--- config.mk ---
export PLATFORM = sky130hd
export DESIGN_NAME = keypress_peak_depth_histogram
export DESIGN_NICKNAME = d
export VERILOG_FILES = /design/src/hdl/kpdh_pkg.sv /design/src/hdl/kpdh_seq.sv /design/src/hdl/keypress_peak_depth_histogram.sv
export SDC_FILE = /design/constraint.sdc
export NUM_CORES = 1
export LEC_CHECK = 0
export BUFFER_PORTS_ARGS = -buffer_cell sky130_fd_sc_hd__buf_2
export CORE_MARGIN = 2
export CORE_UTILIZATION = 61
export DETAILED_ROUTE_END_ITERATION = 7
export PLACE_DENSITY_LB_ADDON = 0.15
export RECOVER_POWER = 100
export SKIP_LAST_GASP = 1
export SLEW_MARGIN = 20
export SYNTH_ARGS = -nofsm -noshare
export SYNTH_HDL_FRONTEND = slang
export SYNTH_HIERARCHICAL = 1
export SYNTH_SLANG_ARGS = --single-unit
--- constraint.sdc ---
create_clock -name clk -period 9.78 [get_ports clk]
set_input_delay 2.445 -clock clk [delete_from_list [all_inputs] [get_ports clk]]
set_output_delay 2.445 -clock clk [all_outputs]
set_load 0.005 [all_outputs]
--- src/hdl/kpdh_pkg.sv ---
`timescale 1ns / 1ps
// ----------------------------------------------------------------------------
// kpdh_pkg
// Shared constants, control word format and microprogram for the key press
// peak depth histogram.
// ----------------------------------------------------------------------------
package kpdh_pkg;

  localparam int NUM_BINS   = 14;
  localparam int COUNT_BITS = 32;
  localparam int DEPTH_W    = 10;
  localparam int BIN_IDX_W  = $clog2(NUM_BINS);
  localparam int DIV_CNT_W  = (BIN_IDX_W > 1) ? $clog2(BIN_IDX_W) : 1;
  localparam int NUM_W      = DEPTH_W + BIN_IDX_W;
  localparam int PRESS_W    = 32;
  localparam int SUM_W      = 48;
  localparam int OUT_BIN_W  = 32;
  localparam int PC_W       = 4;

  localparam logic [DEPTH_W-1:0] ACT_RST  = 10'd120;
  localparam logic [DEPTH_W-1:0] REL_RST  = 10'd80;
  localparam logic [DEPTH_W-1:0] TRAV_RST = 10'd400;

  localparam logic [1:0] CMD_SAMPLE = 2'd0;
  localparam logic [1:0] CMD_READ   = 2'd1;
  localparam logic [1:0] CMD_CLEAR  = 2'd2;

  localparam logic [1:0] REG_ACT  = 2'd0;
  localparam logic [1:0] REG_REL  = 2'd1;
  localparam logic [1:0] REG_TRAV = 2'd2;

  // datapath operations
  localparam logic [3:0] OP_NOP      = 4'd0;
  localparam logic [3:0] OP_READ_REQ = 4'd1;
  localparam logic [3:0] OP_READ_CAP = 4'd2;
  localparam logic [3:0] OP_CLEAR    = 4'd3;
  localparam logic [3:0] OP_SEL_K0   = 4'd4;
  localparam logic [3:0] OP_FEED     = 4'd5;
  localparam logic [3:0] OP_DIV_INIT = 4'd6;
  localparam logic [3:0] OP_DIV_STEP = 4'd7;
  localparam logic [3:0] OP_BIN_REQ  = 4'd8;
  localparam logic [3:0] OP_BIN_UPD  = 4'd9;
  localparam logic [3:0] OP_SEL_K1   = 4'd10;
  localparam logic [3:0] OP_OUT_LOAD = 4'd11;

  // jump conditions
  localparam logic [3:0] C_NEVER      = 4'd0;
  localparam logic [3:0] C_ALWAYS     = 4'd1;
  localparam logic [3:0] C_NO_ACCEPT  = 4'd2;
  localparam logic [3:0] C_NOT_READ   = 4'd3;
  localparam logic [3:0] C_NOT_CLEAR  = 4'd4;
  localparam logic [3:0] C_NOT_SAMPLE = 4'd5;
  localparam logic [3:0] C_NO_CLOSE   = 4'd6;
  localparam logic [3:0] C_DIV_MORE   = 4'd7;
  localparam logic [3:0] C_KEY1       = 4'd8;
  localparam logic [3:0] C_OUT_BUSY   = 4'd9;

  // program steps
  localparam logic [PC_W-1:0] S_IDLE     = 4'd0;
  localparam logic [PC_W-1:0] S_DISPATCH = 4'd1;
  localparam logic [PC_W-1:0] S_RD_CAP   = 4'd2;
  localparam logic [PC_W-1:0] S_CHK_CLR  = 4'd3;
  localparam logic [PC_W-1:0] S_CLEAR    = 4'd4;
  localparam logic [PC_W-1:0] S_CHK_SMP  = 4'd5;
  localparam logic [PC_W-1:0] S_FEED     = 4'd6;
  localparam logic [PC_W-1:0] S_DIV_INIT = 4'd7;
  localparam logic [PC_W-1:0] S_DIV_STEP = 4'd8;
  localparam logic [PC_W-1:0] S_BIN_REQ  = 4'd9;
  localparam logic [PC_W-1:0] S_BIN_UPD  = 4'd10;
  localparam logic [PC_W-1:0] S_NEXT_KEY = 4'd11;
  localparam logic [PC_W-1:0] S_SEL_K1   = 4'd12;
  localparam logic [PC_W-1:0] S_DONE     = 4'd15;

  typedef struct packed {
    logic [3:0]      op;
    logic [3:0]      cond;
    logic [PC_W-1:0] target;
  } kpdh_ctrl_t;

  typedef struct packed {
    logic accept;
    logic cmd_read;
    logic cmd_clear;
    logic cmd_sample;
    logic close;
    logic div_more;
    logic key1;
    logic out_busy;
  } kpdh_flags_t;

  function automatic kpdh_ctrl_t ucode(input logic [PC_W-1:0] pc);
    kpdh_ctrl_t w;
    case (pc)
      S_IDLE:     w = '{OP_NOP,      C_NO_ACCEPT,  S_IDLE};
      S_DISPATCH: w = '{OP_READ_REQ, C_NOT_READ,   S_CHK_CLR};
      S_RD_CAP:   w = '{OP_READ_CAP, C_ALWAYS,     S_DONE};
      S_CHK_CLR:  w = '{OP_NOP,      C_NOT_CLEAR,  S_CHK_SMP};
      S_CLEAR:    w = '{OP_CLEAR,    C_ALWAYS,     S_DONE};
      S_CHK_SMP:  w = '{OP_SEL_K0,   C_NOT_SAMPLE, S_DONE};
      S_FEED:     w = '{OP_FEED,     C_NO_CLOSE,   S_NEXT_KEY};
      S_DIV_INIT: w = '{OP_DIV_INIT, C_NEVER,      S_IDLE};
      S_DIV_STEP: w = '{OP_DIV_STEP, C_DIV_MORE,   S_DIV_STEP};
      S_BIN_REQ:  w = '{OP_BIN_REQ,  C_NEVER,      S_IDLE};
      S_BIN_UPD:  w = '{OP_BIN_UPD,  C_NEVER,      S_IDLE};
      S_NEXT_KEY: w = '{OP_NOP,      C_KEY1,       S_DONE};
      S_SEL_K1:   w = '{OP_SEL_K1,   C_ALWAYS,     S_FEED};
      S_DONE:     w = '{OP_OUT_LOAD, C_OUT_BUSY,   S_DONE};
      default:    w = '{OP_NOP,      C_ALWAYS,     S_IDLE};
    endcase
    return w;
  endfunction

endpackage

--- src/hdl/kpdh_seq.sv ---
`timescale 1ns / 1ps
// ----------------------------------------------------------------------------
// kpdh_seq
// Microprogram sequencer: step counter, control ROM and conditional jumps.
// ----------------------------------------------------------------------------
module kpdh_seq (
  input  logic                     clk,
  input  logic                     rst_n,
  input  kpdh_pkg::kpdh_flags_t    flags,
  output kpdh_pkg::kpdh_ctrl_t     ctrl,
  output logic                     idle
);

  logic [kpdh_pkg::PC_W-1:0] pc_r;
  logic [kpdh_pkg::PC_W-1:0] pc_nxt;
  logic                      taken;

  assign ctrl = kpdh_pkg::ucode(pc_r);
  assign idle = (pc_r == kpdh_pkg::S_IDLE);

  always_comb begin
    case (ctrl.cond)
      kpdh_pkg::C_NEVER:      taken = 1'b0;
      kpdh_pkg::C_ALWAYS:     taken = 1'b1;
      kpdh_pkg::C_NO_ACCEPT:  taken = !flags.accept;
      kpdh_pkg::C_NOT_READ:   taken = !flags.cmd_read;
      kpdh_pkg::C_NOT_CLEAR:  taken = !flags.cmd_clear;
      kpdh_pkg::C_NOT_SAMPLE: taken = !flags.cmd_sample;
      kpdh_pkg::C_NO_CLOSE:   taken = !flags.close;
      kpdh_pkg::C_DIV_MORE:   taken = flags.div_more;
      kpdh_pkg::C_KEY1:       taken = flags.key1;
      kpdh_pkg::C_OUT_BUSY:   taken = flags.out_busy;
      default:                taken = 1'b0;
    endcase
    pc_nxt = taken ? ctrl.target : pc_r + 1'b1;
  end

  always_ff @(posedge clk) begin
    if (!rst_n) begin
      pc_r <= kpdh_pkg::S_IDLE;
    end else begin
      pc_r <= pc_nxt;
    end
  end

endmodule

--- src/hdl/keypress_peak_depth_histogram.sv ---
`timescale 1ns / 1ps
// ----------------------------------------------------------------------------
// keypress_peak_depth_histogram
// Tracks presses of two analog keys and bins each press peak depth.
// ----------------------------------------------------------------------------
// Usage:
//   in_*   : one beat per command (sample pair, read bin, clear stats).
//   out_*  : exactly one result beat per input beat, in order.
//   cfg_*  : register writes (actuation, release, travel); always ready.
// Sequencing: a microprogram sequencer runs each command through a shared
//   datapath. A read takes the idle, dispatch, capture and final steps; a
//   clear or the spare command passes the command checks instead; a sample
//   feeds key 0, then key 1, and each closed press adds an overflow check,
//   a bin divide at one quotient bit per cycle, a bin memory read and a
//   write-back. in_ready is high only while the sequencer is idle.
// Result: held in an output register; the next input beat is taken while a
//   result still waits. If out_ready stays low, the sequencer parks at its
//   final step until the register frees.
// Reset: synchronous, active low; clears statistics, bin valid bits, key
//   state and loads default thresholds. No clearing pass is needed.
// ----------------------------------------------------------------------------
module keypress_peak_depth_histogram (
  input  logic         clk,
  input  logic         rst_n,
  input  logic         in_valid,
  output logic         in_ready,
  input  logic [1:0]   in_command,
  input  logic [9:0]   in_depth_key0,
  input  logic [9:0]   in_depth_key1,
  input  logic [3:0]   in_bin_index,
  output logic         out_valid,
  input  logic         out_ready,
  output logic [1:0]   out_presses_closed,
  output logic [31:0]  out_press_count,
  output logic [47:0]  out_peak_sum,
  output logic [9:0]   out_deepest_peak,
  output logic [31:0]  out_bin_count,
  input  logic         cfg_valid,
  output logic         cfg_ready,
  input  logic [1:0]   cfg_index,
  input  logic [9:0]   cfg_data
);

  localparam int NB  = kpdh_pkg::NUM_BINS;
  localparam int CB  = kpdh_pkg::COUNT_BITS;
  localparam int DW  = kpdh_pkg::DEPTH_W;
  localparam int BW  = kpdh_pkg::BIN_IDX_W;
  localparam int NW  = kpdh_pkg::NUM_W;
  localparam int SW  = kpdh_pkg::SUM_W;
  localparam int PW  = kpdh_pkg::PRESS_W;
  localparam int OBW = kpdh_pkg::OUT_BIN_W;

  kpdh_pkg::kpdh_ctrl_t  ctrl;
  kpdh_pkg::kpdh_flags_t flags;
  logic                  seq_idle;
  logic                  in_acc;
  logic                  out_busy;

  logic [DW-1:0] act_r, rel_r, trav_r;

  logic [1:0]    cmd_r, cmd_nxt;
  logic [DW-1:0] d0_r, d0_nxt, d1_r, d1_nxt;
  logic [3:0]    idx_r, idx_nxt;

  logic          k_r, k_nxt;
  logic [1:0]    key_down_r, key_down_nxt;
  logic [DW-1:0] key_peak_r [2];
  logic [DW-1:0] key_peak_nxt [2];
  logic          close_f_r, close_f_nxt;
  logic [DW-1:0] close_peak_r, close_peak_nxt;

  logic [NW-1:0]                  rem_r, rem_nxt;
  logic [BW-1:0]                  q_r, q_nxt;
  logic                           ovf_r, ovf_nxt;
  logic [kpdh_pkg::DIV_CNT_W-1:0] div_i_r, div_i_nxt;
  logic [BW-1:0]                  bin_r, bin_nxt;

  logic [1:0]     closed_r, closed_nxt;
  logic [OBW-1:0] bin_out_r, bin_out_nxt;
  logic [PW-1:0]  total_r, total_nxt;
  logic [SW-1:0]  sum_r, sum_nxt;
  logic [DW-1:0]  max_r, max_nxt;
  logic [NB-1:0]  bin_vld_r, bin_vld_nxt;

  logic [CB-1:0] bin_mem [NB];
  logic [CB-1:0] rd_data_r;
  logic [BW-1:0] mem_ra;
  logic          mem_we;
  logic [CB-1:0] mem_wd;

  logic           out_valid_r, out_valid_nxt;
  logic [1:0]     o_closed_r;
  logic [PW-1:0]  o_total_r;
  logic [SW-1:0]  o_sum_r;
  logic [DW-1:0]  o_max_r;
  logic [OBW-1:0] o_bin_r;

  logic [DW-1:0] cur_d;
  logic          cur_down;
  logic [DW-1:0] cur_pk;
  logic [NW-1:0] num;
  logic [NW-1:0] trav_ext;
  logic [NW-1:0] div_sub;
  logic [BW-1:0] bin_sel;
  logic [CB-1:0] cur_cnt;
  logic [SW:0]   sum_add;
  logic          rd_in_range;
  logic [BW-1:0] rd_idx;

  assign in_acc   = in_valid && in_ready;
  assign in_ready = seq_idle;
  assign out_busy = out_valid_r && !out_ready;
  assign cfg_ready = 1'b1;

  assign flags.accept     = in_acc;
  assign flags.cmd_read   = (cmd_r == kpdh_pkg::CMD_READ);
  assign flags.cmd_clear  = (cmd_r == kpdh_pkg::CMD_CLEAR);
  assign flags.cmd_sample = (cmd_r == kpdh_pkg::CMD_SAMPLE);
  assign flags.close      = close_f_nxt;
  assign flags.div_more   = (div_i_r != '0);
  assign flags.key1       = k_r;
  assign flags.out_busy   = out_busy;

  kpdh_seq u_seq (
    .clk   (clk),
    .rst_n (rst_n),
    .flags (flags),
    .ctrl  (ctrl),
    .idle  (seq_idle)
  );

  assign cur_d    = k_r ? d1_r : d0_r;
  assign cur_down = key_down_r[k_r];
  assign cur_pk   = key_peak_r[k_r];
  assign num      = NW'(close_peak_r) * NW'(NB);
  assign trav_ext = NW'(trav_r);
  assign div_sub  = trav_ext << div_i_r;
  assign bin_sel  = (ovf_r || (int'(q_r) >= NB - 1)) ? BW'(NB - 1) : q_r;
  assign cur_cnt  = bin_vld_r[bin_r] ? rd_data_r : '0;
  assign sum_add  = {1'b0, sum_r} + (SW + 1)'(close_peak_r);
  assign rd_in_range = (int'(idx_r) < NB);
  assign rd_idx   = BW'(idx_r);
  assign mem_ra   = (ctrl.op == kpdh_pkg::OP_BIN_REQ) ? bin_sel : rd_idx;

  always_comb begin
    cmd_nxt        = cmd_r;
    d0_nxt         = d0_r;
    d1_nxt         = d1_r;
    idx_nxt        = idx_r;
    k_nxt          = k_r;
    key_down_nxt   = key_down_r;
    key_peak_nxt   = key_peak_r;
    close_f_nxt    = close_f_r;
    close_peak_nxt = close_peak_r;
    rem_nxt        = rem_r;
    q_nxt          = q_r;
    ovf_nxt        = ovf_r;
    div_i_nxt      = div_i_r;
    bin_nxt        = bin_r;
    closed_nxt     = closed_r;
    bin_out_nxt    = bin_out_r;
    total_nxt      = total_r;
    sum_nxt        = sum_r;
    max_nxt        = max_r;
    bin_vld_nxt    = bin_vld_r;
    out_valid_nxt  = out_valid_r && !out_ready;
    mem_we         = 1'b0;
    mem_wd         = (cur_cnt == '1) ? cur_cnt : cur_cnt + 1'b1;

    if (in_acc) begin
      cmd_nxt     = in_command;
      d0_nxt      = in_depth_key0;
      d1_nxt      = in_depth_key1;
      idx_nxt     = in_bin_index;
      closed_nxt  = 2'd0;
      bin_out_nxt = '0;
    end

    case (ctrl.op)
      kpdh_pkg::OP_READ_CAP: begin
        if (rd_in_range && bin_vld_r[rd_idx]) begin
          bin_out_nxt = (64'(rd_data_r) > 64'hFFFF_FFFF) ? '1 : OBW'(rd_data_r);
        end
      end
      kpdh_pkg::OP_CLEAR: begin
        bin_vld_nxt = '0;
        total_nxt   = '0;
        sum_nxt     = '0;
        max_nxt     = '0;
      end
      kpdh_pkg::OP_SEL_K0: begin
        k_nxt = 1'b0;
      end
      kpdh_pkg::OP_SEL_K1: begin
        k_nxt = 1'b1;
      end
      kpdh_pkg::OP_FEED: begin
        close_f_nxt = 1'b0;
        if (!cur_down && (cur_d >= act_r)) begin
          key_down_nxt[k_r] = 1'b1;
          key_peak_nxt[k_r] = cur_d;
        end else if (cur_down && (cur_d > cur_pk)) begin
          key_peak_nxt[k_r] = cur_d;
        end else if (cur_down && (cur_d < rel_r)) begin
          key_down_nxt[k_r] = 1'b0;
          key_peak_nxt[k_r] = '0;
          close_f_nxt       = 1'b1;
          close_peak_nxt    = cur_pk;
        end
      end
      kpdh_pkg::OP_DIV_INIT: begin
        rem_nxt   = num;
        ovf_nxt   = (num >= (trav_ext << BW));
        q_nxt     = '0;
        div_i_nxt = kpdh_pkg::DIV_CNT_W'(BW - 1);
      end
      kpdh_pkg::OP_DIV_STEP: begin
        if (rem_r >= div_sub) begin
          rem_nxt        = rem_r - div_sub;
          q_nxt[div_i_r] = 1'b1;
        end
        div_i_nxt = div_i_r - 1'b1;
      end
      kpdh_pkg::OP_BIN_REQ: begin
        bin_nxt = bin_sel;
      end
      kpdh_pkg::OP_BIN_UPD: begin
        mem_we             = 1'b1;
        bin_vld_nxt[bin_r] = 1'b1;
        closed_nxt         = closed_r + 1'b1;
        if (total_r != '1) begin
          total_nxt = total_r + 1'b1;
        end
        sum_nxt = sum_add[SW] ? '1 : sum_add[SW-1:0];
        if (close_peak_r > max_r) begin
          max_nxt = close_peak_r;
        end
      end
      kpdh_pkg::OP_OUT_LOAD: begin
        if (!out_busy) begin
          out_valid_nxt = 1'b1;
        end
      end
      default: begin
      end
    endcase
  end

  always_ff @(posedge clk) begin
    if (mem_we) begin
      bin_mem[bin_r] <= mem_wd;
    end
    rd_data_r <= bin_mem[mem_ra];
  end

  always_ff @(posedge clk) begin
    if (!rst_n) begin
      act_r         <= kpdh_pkg::ACT_RST;
      rel_r         <= kpdh_pkg::REL_RST;
      trav_r        <= kpdh_pkg::TRAV_RST;
      key_down_r    <= '0;
      key_peak_r[0] <= '0;
      key_peak_r[1] <= '0;
      close_f_r     <= 1'b0;
      k_r           <= 1'b0;
      closed_r      <= 2'd0;
      total_r       <= '0;
      sum_r         <= '0;
      max_r         <= '0;
      bin_vld_r     <= '0;
      out_valid_r   <= 1'b0;
    end else begin
      if (cfg_valid && cfg_ready) begin
        case (cfg_index)
          kpdh_pkg::REG_ACT:  act_r  <= cfg_data;
          kpdh_pkg::REG_REL:  rel_r  <= cfg_data;
          kpdh_pkg::REG_TRAV: trav_r <= cfg_data;
          default: begin
          end
        endcase
      end
      key_down_r  <= key_down_nxt;
      key_peak_r  <= key_peak_nxt;
      close_f_r   <= close_f_nxt;
      k_r         <= k_nxt;
      closed_r    <= closed_nxt;
      total_r     <= total_nxt;
      sum_r       <= sum_nxt;
      max_r       <= max_nxt;
      bin_vld_r   <= bin_vld_nxt;
      out_valid_r <= out_valid_nxt;
    end
  end

  always_ff @(posedge clk) begin
    cmd_r        <= cmd_nxt;
    d0_r         <= d0_nxt;
    d1_r         <= d1_nxt;
    idx_r        <= idx_nxt;
    close_peak_r <= close_peak_nxt;
    rem_r        <= rem_nxt;
    q_r          <= q_nxt;
    ovf_r        <= ovf_nxt;
    div_i_r      <= div_i_nxt;
    bin_r        <= bin_nxt;
    bin_out_r    <= bin_out_nxt;
    if ((ctrl.op == kpdh_pkg::OP_OUT_LOAD) && !out_busy) begin
      o_closed_r <= closed_r;
      o_total_r  <= total_r;
      o_sum_r    <= sum_r;
      o_max_r    <= max_r;
      o_bin_r    <= bin_out_r;
    end
  end

  assign out_valid          = out_valid_r;
  assign out_presses_closed = o_closed_r;
  assign out_press_count    = o_total_r;
  assign out_peak_sum       = o_sum_r;
  assign out_deepest_peak   = o_max_r;
  assign out_bin_count      = o_bin_r;

`ifndef NO_ASSERTIONS
  a_busy_after_accept: assert property (@(posedge clk) disable iff (!rst_n)
    (in_valid && in_ready) |=> !in_ready)
    else $error("input taken while a beat is in progress");

  a_upd_needs_close: assert property (@(posedge clk) disable iff (!rst_n)
    (ctrl.op == kpdh_pkg::OP_BIN_UPD) |-> close_f_r)
    else $error("bin update without a closed press");

  a_clear_zeroes: assert property (@(posedge clk) disable iff (!rst_n)
    (ctrl.op == kpdh_pkg::OP_CLEAR) |=>
      (total_r == '0 && sum_r == '0 && max_r == '0 && bin_vld_r == '0))
    else $error("statistics not cleared");

  a_closed_range: assert property (@(posedge clk) disable iff (!rst_n)
    closed_r != 2'd3)
    else $error("more than two presses closed in one beat");
`endif

endmodule

# Word level (Yosys, flattened, before mapping)

Memory sizes are Yosys's and may differ from the RTL's. A register that Yosys moved wholly into a read port is not among the register bits.
Cells that the tools add are included.

$add $sub $neg: 7
$mul: 1
$lt $le $gt $ge: 17
Equality and inequality tests: 29
Shifts and indexed selects: 1
Muxes and demuxes: 58
Bitwise gates (word level): 10
Reduce and logical (&&, ||, !) cells: 39

Operator list:

| operator                                                         | number |
|---|---|
| 32-bit two-way mux                                               | 6 |
| 48-bit case mux with 2 select lines                              | 1 |
| 32-bit by 1-bit adder with 32-bit output (second input constant) | 2 |
| 32-bit case mux with 2 select lines                              | 1 |
| 10-bit two-way mux                                               | 6 |
| 20-bit two-way mux                                               | 3 |
| 14-bit case mux with 2 select lines                              | 2 |
| 48-bit by 10-bit adder with 49-bit output                        | 1 |
| 48-bit two-way mux                                               | 1 |
| 32-bit == test (second input constant)                           | 1 |
| 4-bit by 3-bit == test with 1-bit output (second input constant) | 8 |
| 32-bit inequality test (second input constant)                   | 1 |
| 14-bit greater-or-equal comparator                               | 2 |
| 4-bit == test (second input constant)                            | 6 |
| 20-bit bitwise AND                                               | 1 |
| 20-bit bitwise mux                                               | 1 |
| 10-bit > comparator                                              | 2 |
| 4-bit two-way mux                                                | 5 |
| 20-bit inverter                                                  | 1 |
| 10-bit case mux with 2 select lines                              | 1 |
| 4-bit by 2-bit == test with 1-bit output (second input constant) | 4 |
| 1-bit two-way mux                                                | 15 |
| 14-bit two-way mux                                               | 1 |
| 14-bit OR                                                        | 1 |
| other kinds (48)                                                 | 89 |

Flip-flop bits (word level): 382
RAM bits: 448
Bits in read-only memories: 192
Input bits: 43
Logic and storage cells: 195
Memories kept: 2

Memories:

| name            | depth | bits a word | rd ports | clocked after memory_dff | wr ports | RTL line                            | source |
|---|---|---|---|---|---|---|---|
| bin_mem         | 14    | 32          | 1        | 1                        | 1        | keypress_peak_depth_histogram.sv:85 | `logic [CB-1:0] bin_mem [NB];` |
| (no name shown) | 16    | 12          | 1        | 1                        | 0        | kpdh_pkg.sv:93                      | `case (pc)` |

# Longest topological paths before layout

Word-level depth: 13
Depth in mapped cells: 20

# By module

The synthesis kept the hierarchy.

By module, submodules not included:

| module                        | instances | cells each | area each (um2) |
|---|---|---|---|
| keypress_peak_depth_histogram | 1         | 2571       | 35982.0 |
| kpdh_seq                      | 1         | 115        | 1012.2 |

# Worst setup path before layout

No wires, ideal clock.

Path kind: input-to-reg
From: input out_ready
To: register o_bin_r[0] (netlist: out_bin_count[0]) (enable)
Library setup time: 609 ps
Arrival: 7666 ps
Data required time: 9171 ps
Path slack: 1506 ps
Stages: 2
Path buffers: 0
Path through: nor2b_1 nor2_1

Word-level cells in the longest chain between the ends: 4

Ends and longest elaborated chain:

| what                   | RTL line                             | source |
|---|---|---|
| start: declaration     | keypress_peak_depth_histogram.sv:32  | `input logic out_ready,` |
| 1-bit logical NOT      | keypress_peak_depth_histogram.sv:112 | `assign out_busy = out_valid_r && !out_ready;` |
| 1-bit logical AND      | keypress_peak_depth_histogram.sv:112 |  |
| 1-bit logical NOT      | keypress_peak_depth_histogram.sv:307 | `if ((ctrl.op == kpdh_pkg::OP_OUT_LOAD) && !out_busy) begin` |
| 1-bit logical AND      | keypress_peak_depth_histogram.sv:307 |  |
| end signal: assignment | keypress_peak_depth_histogram.sv:312 | `o_bin_r <= bin_out_r;` |
| end: declaration       | keypress_peak_depth_histogram.sv:96  | `logic [OBW-1:0] o_bin_r;` |

Every way passes these cells.
A chain may end at the register's enable or synchronous reset.

==> flow_summary.json <==
{
  "status": "finished, violations left",
  "violations": "max-capacitance violations, max-slew violations",
  "cp-startpoint": "out_ready",
  "finalCritPeriodShare_pct": 73.09,
  "final_nets": 3014,
  "ys_top_cells_by_area": "edfxtp_1 51%, dfxtp_1 13%, mux4_2 6.5%, ha_1 3.3%, mux2i_1 2.7%",
  "ff_latch_area_um2": 23830,
  "antenna_found_initial": 3,
  "overflow": 0,
  "slew_headroom_pct": -146.0,
  "path_clk_slew_ps": 60,
  "drtPass1Iterations": 7,
  "maxCapViolCount": 26,
  "grt_pass1_wl_um": 131600,
  "routed_wl_um": 84440,
  "synth_edf_count": 633,
  "fin_cells": 3716,
  "worst_ep_required_time_ps": 10050,
  "dieArea_um2": 62630,
  "slew_violations": 993,
  "worstReg2RegEnd": "rd_data_r[10]",
  "regToRegSetupSlack_ps": 3260,
  "synth_top_area_share_pct": 51.38,
  "place.gp.congestion": 0.9112,
  "drc": 0,
  "path_max_fanout": 53,
  "io_buffers": 168,
  "synth.most_common_cell": "edfxtp_1",
  "num_vias": 23150,
  "holdBufCountCts": 0,
  "post_cts_resized": 0,
  "finalSetupViolations": 0,
  "yosys_warnings": 6,
  "synthToLayoutAreaGrowth_pct": 12.11,
  "fillers": 4185,
  "die_y_um": 250.3,
  "whs_path_depth": 0,
  "ys_top_cells_by_count": "633 x edfxtp_1, 241 x dfxtp_1, 209 x nor2_1",
  "worstMarginPinSlew_ps": 3689,
  "fp-row-count": 90,
  "p_leak_nw": 13.55,
  "synth.avg_cell_area_um2": 13.77,
  "ctsHtreeMaxLevel": 3,
  "dpl.hpwl_um": 51390,
  "ant_nets": 0,
  "ys_seq_area_share_pct": 64.42,
  "core_area_um2": 60130,
  "dr.first_iter.drc_count": 1941,
  "cts_buffers": 85,
  "ys_dominant_reg_cell": "edfxtp_1",
  "drive_gt1_share_pct": 13.91,
  "synth_cell_types": 81,
  "io_pins": 170,
  "wl_per_cell_um": 22.72,
  "cts_sinks": 874,
  "fmax_mhz": 139.9,
  "r2r-start": "u_seq/ctrl[8]",
  "cts_tree": "yes",
  "synthCells": 2686,
  "setup_tns_ps": 0,
  "p_per_area_nw_per_um2": 219.5,
  "whs_ps": 429.7,
  "place_inst": 3555,
  "ys_async_sr_fraction_pct": 0,
  "rsz0062_at_grt": "false",
  "ctsRootBufferMaster": "clkbuf_16",
  "avgViaCountPerCell": 6.230,
  "cts_setup_buffers": 0,
  "start_util_pct": 61.52,
  "insertion_delay_ps": 640,
  "crit_type": "in -> reg",
  "ir_drop_uv": 189.0,
  "cp.arrival_ps": 7410,
  "cp-endpoint": "out_bin_count[26]",
  "grt_max_degree": 129,
  "hold_violations": 0,
  "yosys.area.top_type": "edfxtp_1",
  "r2r_cells": 8,
  "synth-seq-cells": 874,
  "fin_crit_ps": 7148,
  "synth_nets": 2839,
  "synth_area_um2": 36990,
  "grt_usage_pct": 27.23,
  "die_w_um": 250.3,
  "finClkSkew_ps": 37.41,
  "worstHoldPathType": "reg -> reg",
  "cts_max_path_buffers": 3,
  "multi_input_area_um2": 12200,
  "grt_pass1_vias": 23120,
  "end_kind": "flop",
  "start_kind": "input pin"
}
flip-flops by register name (all words and copies together) (netlist names), 10 cells and up, named ones only:
signal	cells
bin_out_r	32
out_peak_sum	48
out_bin_count	32
close_peak_r	10
bin_vld_r	14
rel_r	10
act_r	10
d0_r	10
rem_r	14
bin_mem	448
rd_data_r	32
total_r	32
u_seq/ctrl	12
out_press_count	32
key_peak_r	20
trav_r	10
max_r	10
out_deepest_peak	10
d1_r	10
sum_r	48
area by class of cell:
| class | count | share of cell area (%) |
|---|---|---|
| Timing Repair Buffer | 208 | 2.317 |
| Clock inverter | 52 | 1.451 |
| Inverter | 132 | 1.201 |
| Tap cell | 782 | 2.359 |
| Multi-Input combinational cell | 1560 | 29.43 |
| Sequential cell | 874 | 57.46 |
| Clock buffer | 107 | 5.777 |
| Antenna cell | 1 | 0.006034 |
metal layers:
layer	up-vias	global-route usage (%)	wire, um
met5	-	0	12
met2	781	45.94	41970
met1	11630	36.52	34780
met3	191	3.710	5005
li1	10550	-	-
met4	2	9.855	2671
how the worst min path moves through the flow:
stage | start | slack, ps | to
3_3_place_gp | bin_out_r[5] | 420 | out_bin_count[5]
6_report | bin_out_r[9] | 430 | out_bin_count[9]
5_1_grt | bin_out_r[1] | 440 | out_bin_count[1]
3_5_place_dp | bin_out_r[7] | 420 | out_bin_count[7]
4_1_cts | bin_out_r[7] | 430 | out_bin_count[7]
2_1_floorplan | sum_r[15] | 410 | out_peak_sum[15]
cells by family after synthesis:
group,synth area share [%]
flip-flops,64.42
AO/OA/AOI/OAI,8.297
AND/OR/NAND/NOR,8.814
buffers and inverters,2.756
XOR/XNOR,1.965
multiplexers,9.771
other,0.01014
adder cells (fa/ha/maj),3.964
placed cells by master, fill, tap and decap left out, types with 98 or more instances in the layout:
master,synthesis,layout
edfxtp_1,633,633
dfxtp_1,241,241
nor2_1,209,205
nand2_1,157,156
inv_1,129,131
a21oi_1,131,130
o21ai_0,81,111
mux4_2,106,106
clkbuf_1,86,103
buf_2,18,103
ha_1,98,98
critical path, cell delays in order:
cell and delay (ps):
buf_2 80, nor2b_1 110, nor2_1 2100, clkbuf_1 1840, buf_4 800
report_power, final:
| group | internal [mW] | total (mW) | leakage (nW) | switching (mW) |
|---|---|---|---|---|
| sequential | 4.10 | 4.25 | 7.14 | 0.152 |
| combinational | 0.553 | 1.41 | 4.94 | 0.853 |
| clock | 2.06 | 3.45 | 1.47 | 1.39 |
| total | 6.71 | 9.11 | 13.5 | 2.39 |
stage by stage:
step	util [%]	power [mW]	worst slack, ps	area (um^2)
final	68.97	9.105	2632	41470
after global placement	64.48	5.686	4039	38770
after floorplan	-	5.329	1506	36990
after CTS	69.46	9.142	4601	41770
after global routing	68.97	9.446	2255	41470
after detailed placement	64.48	5.716	3969	38770
(Power assumes the default switching activity.)
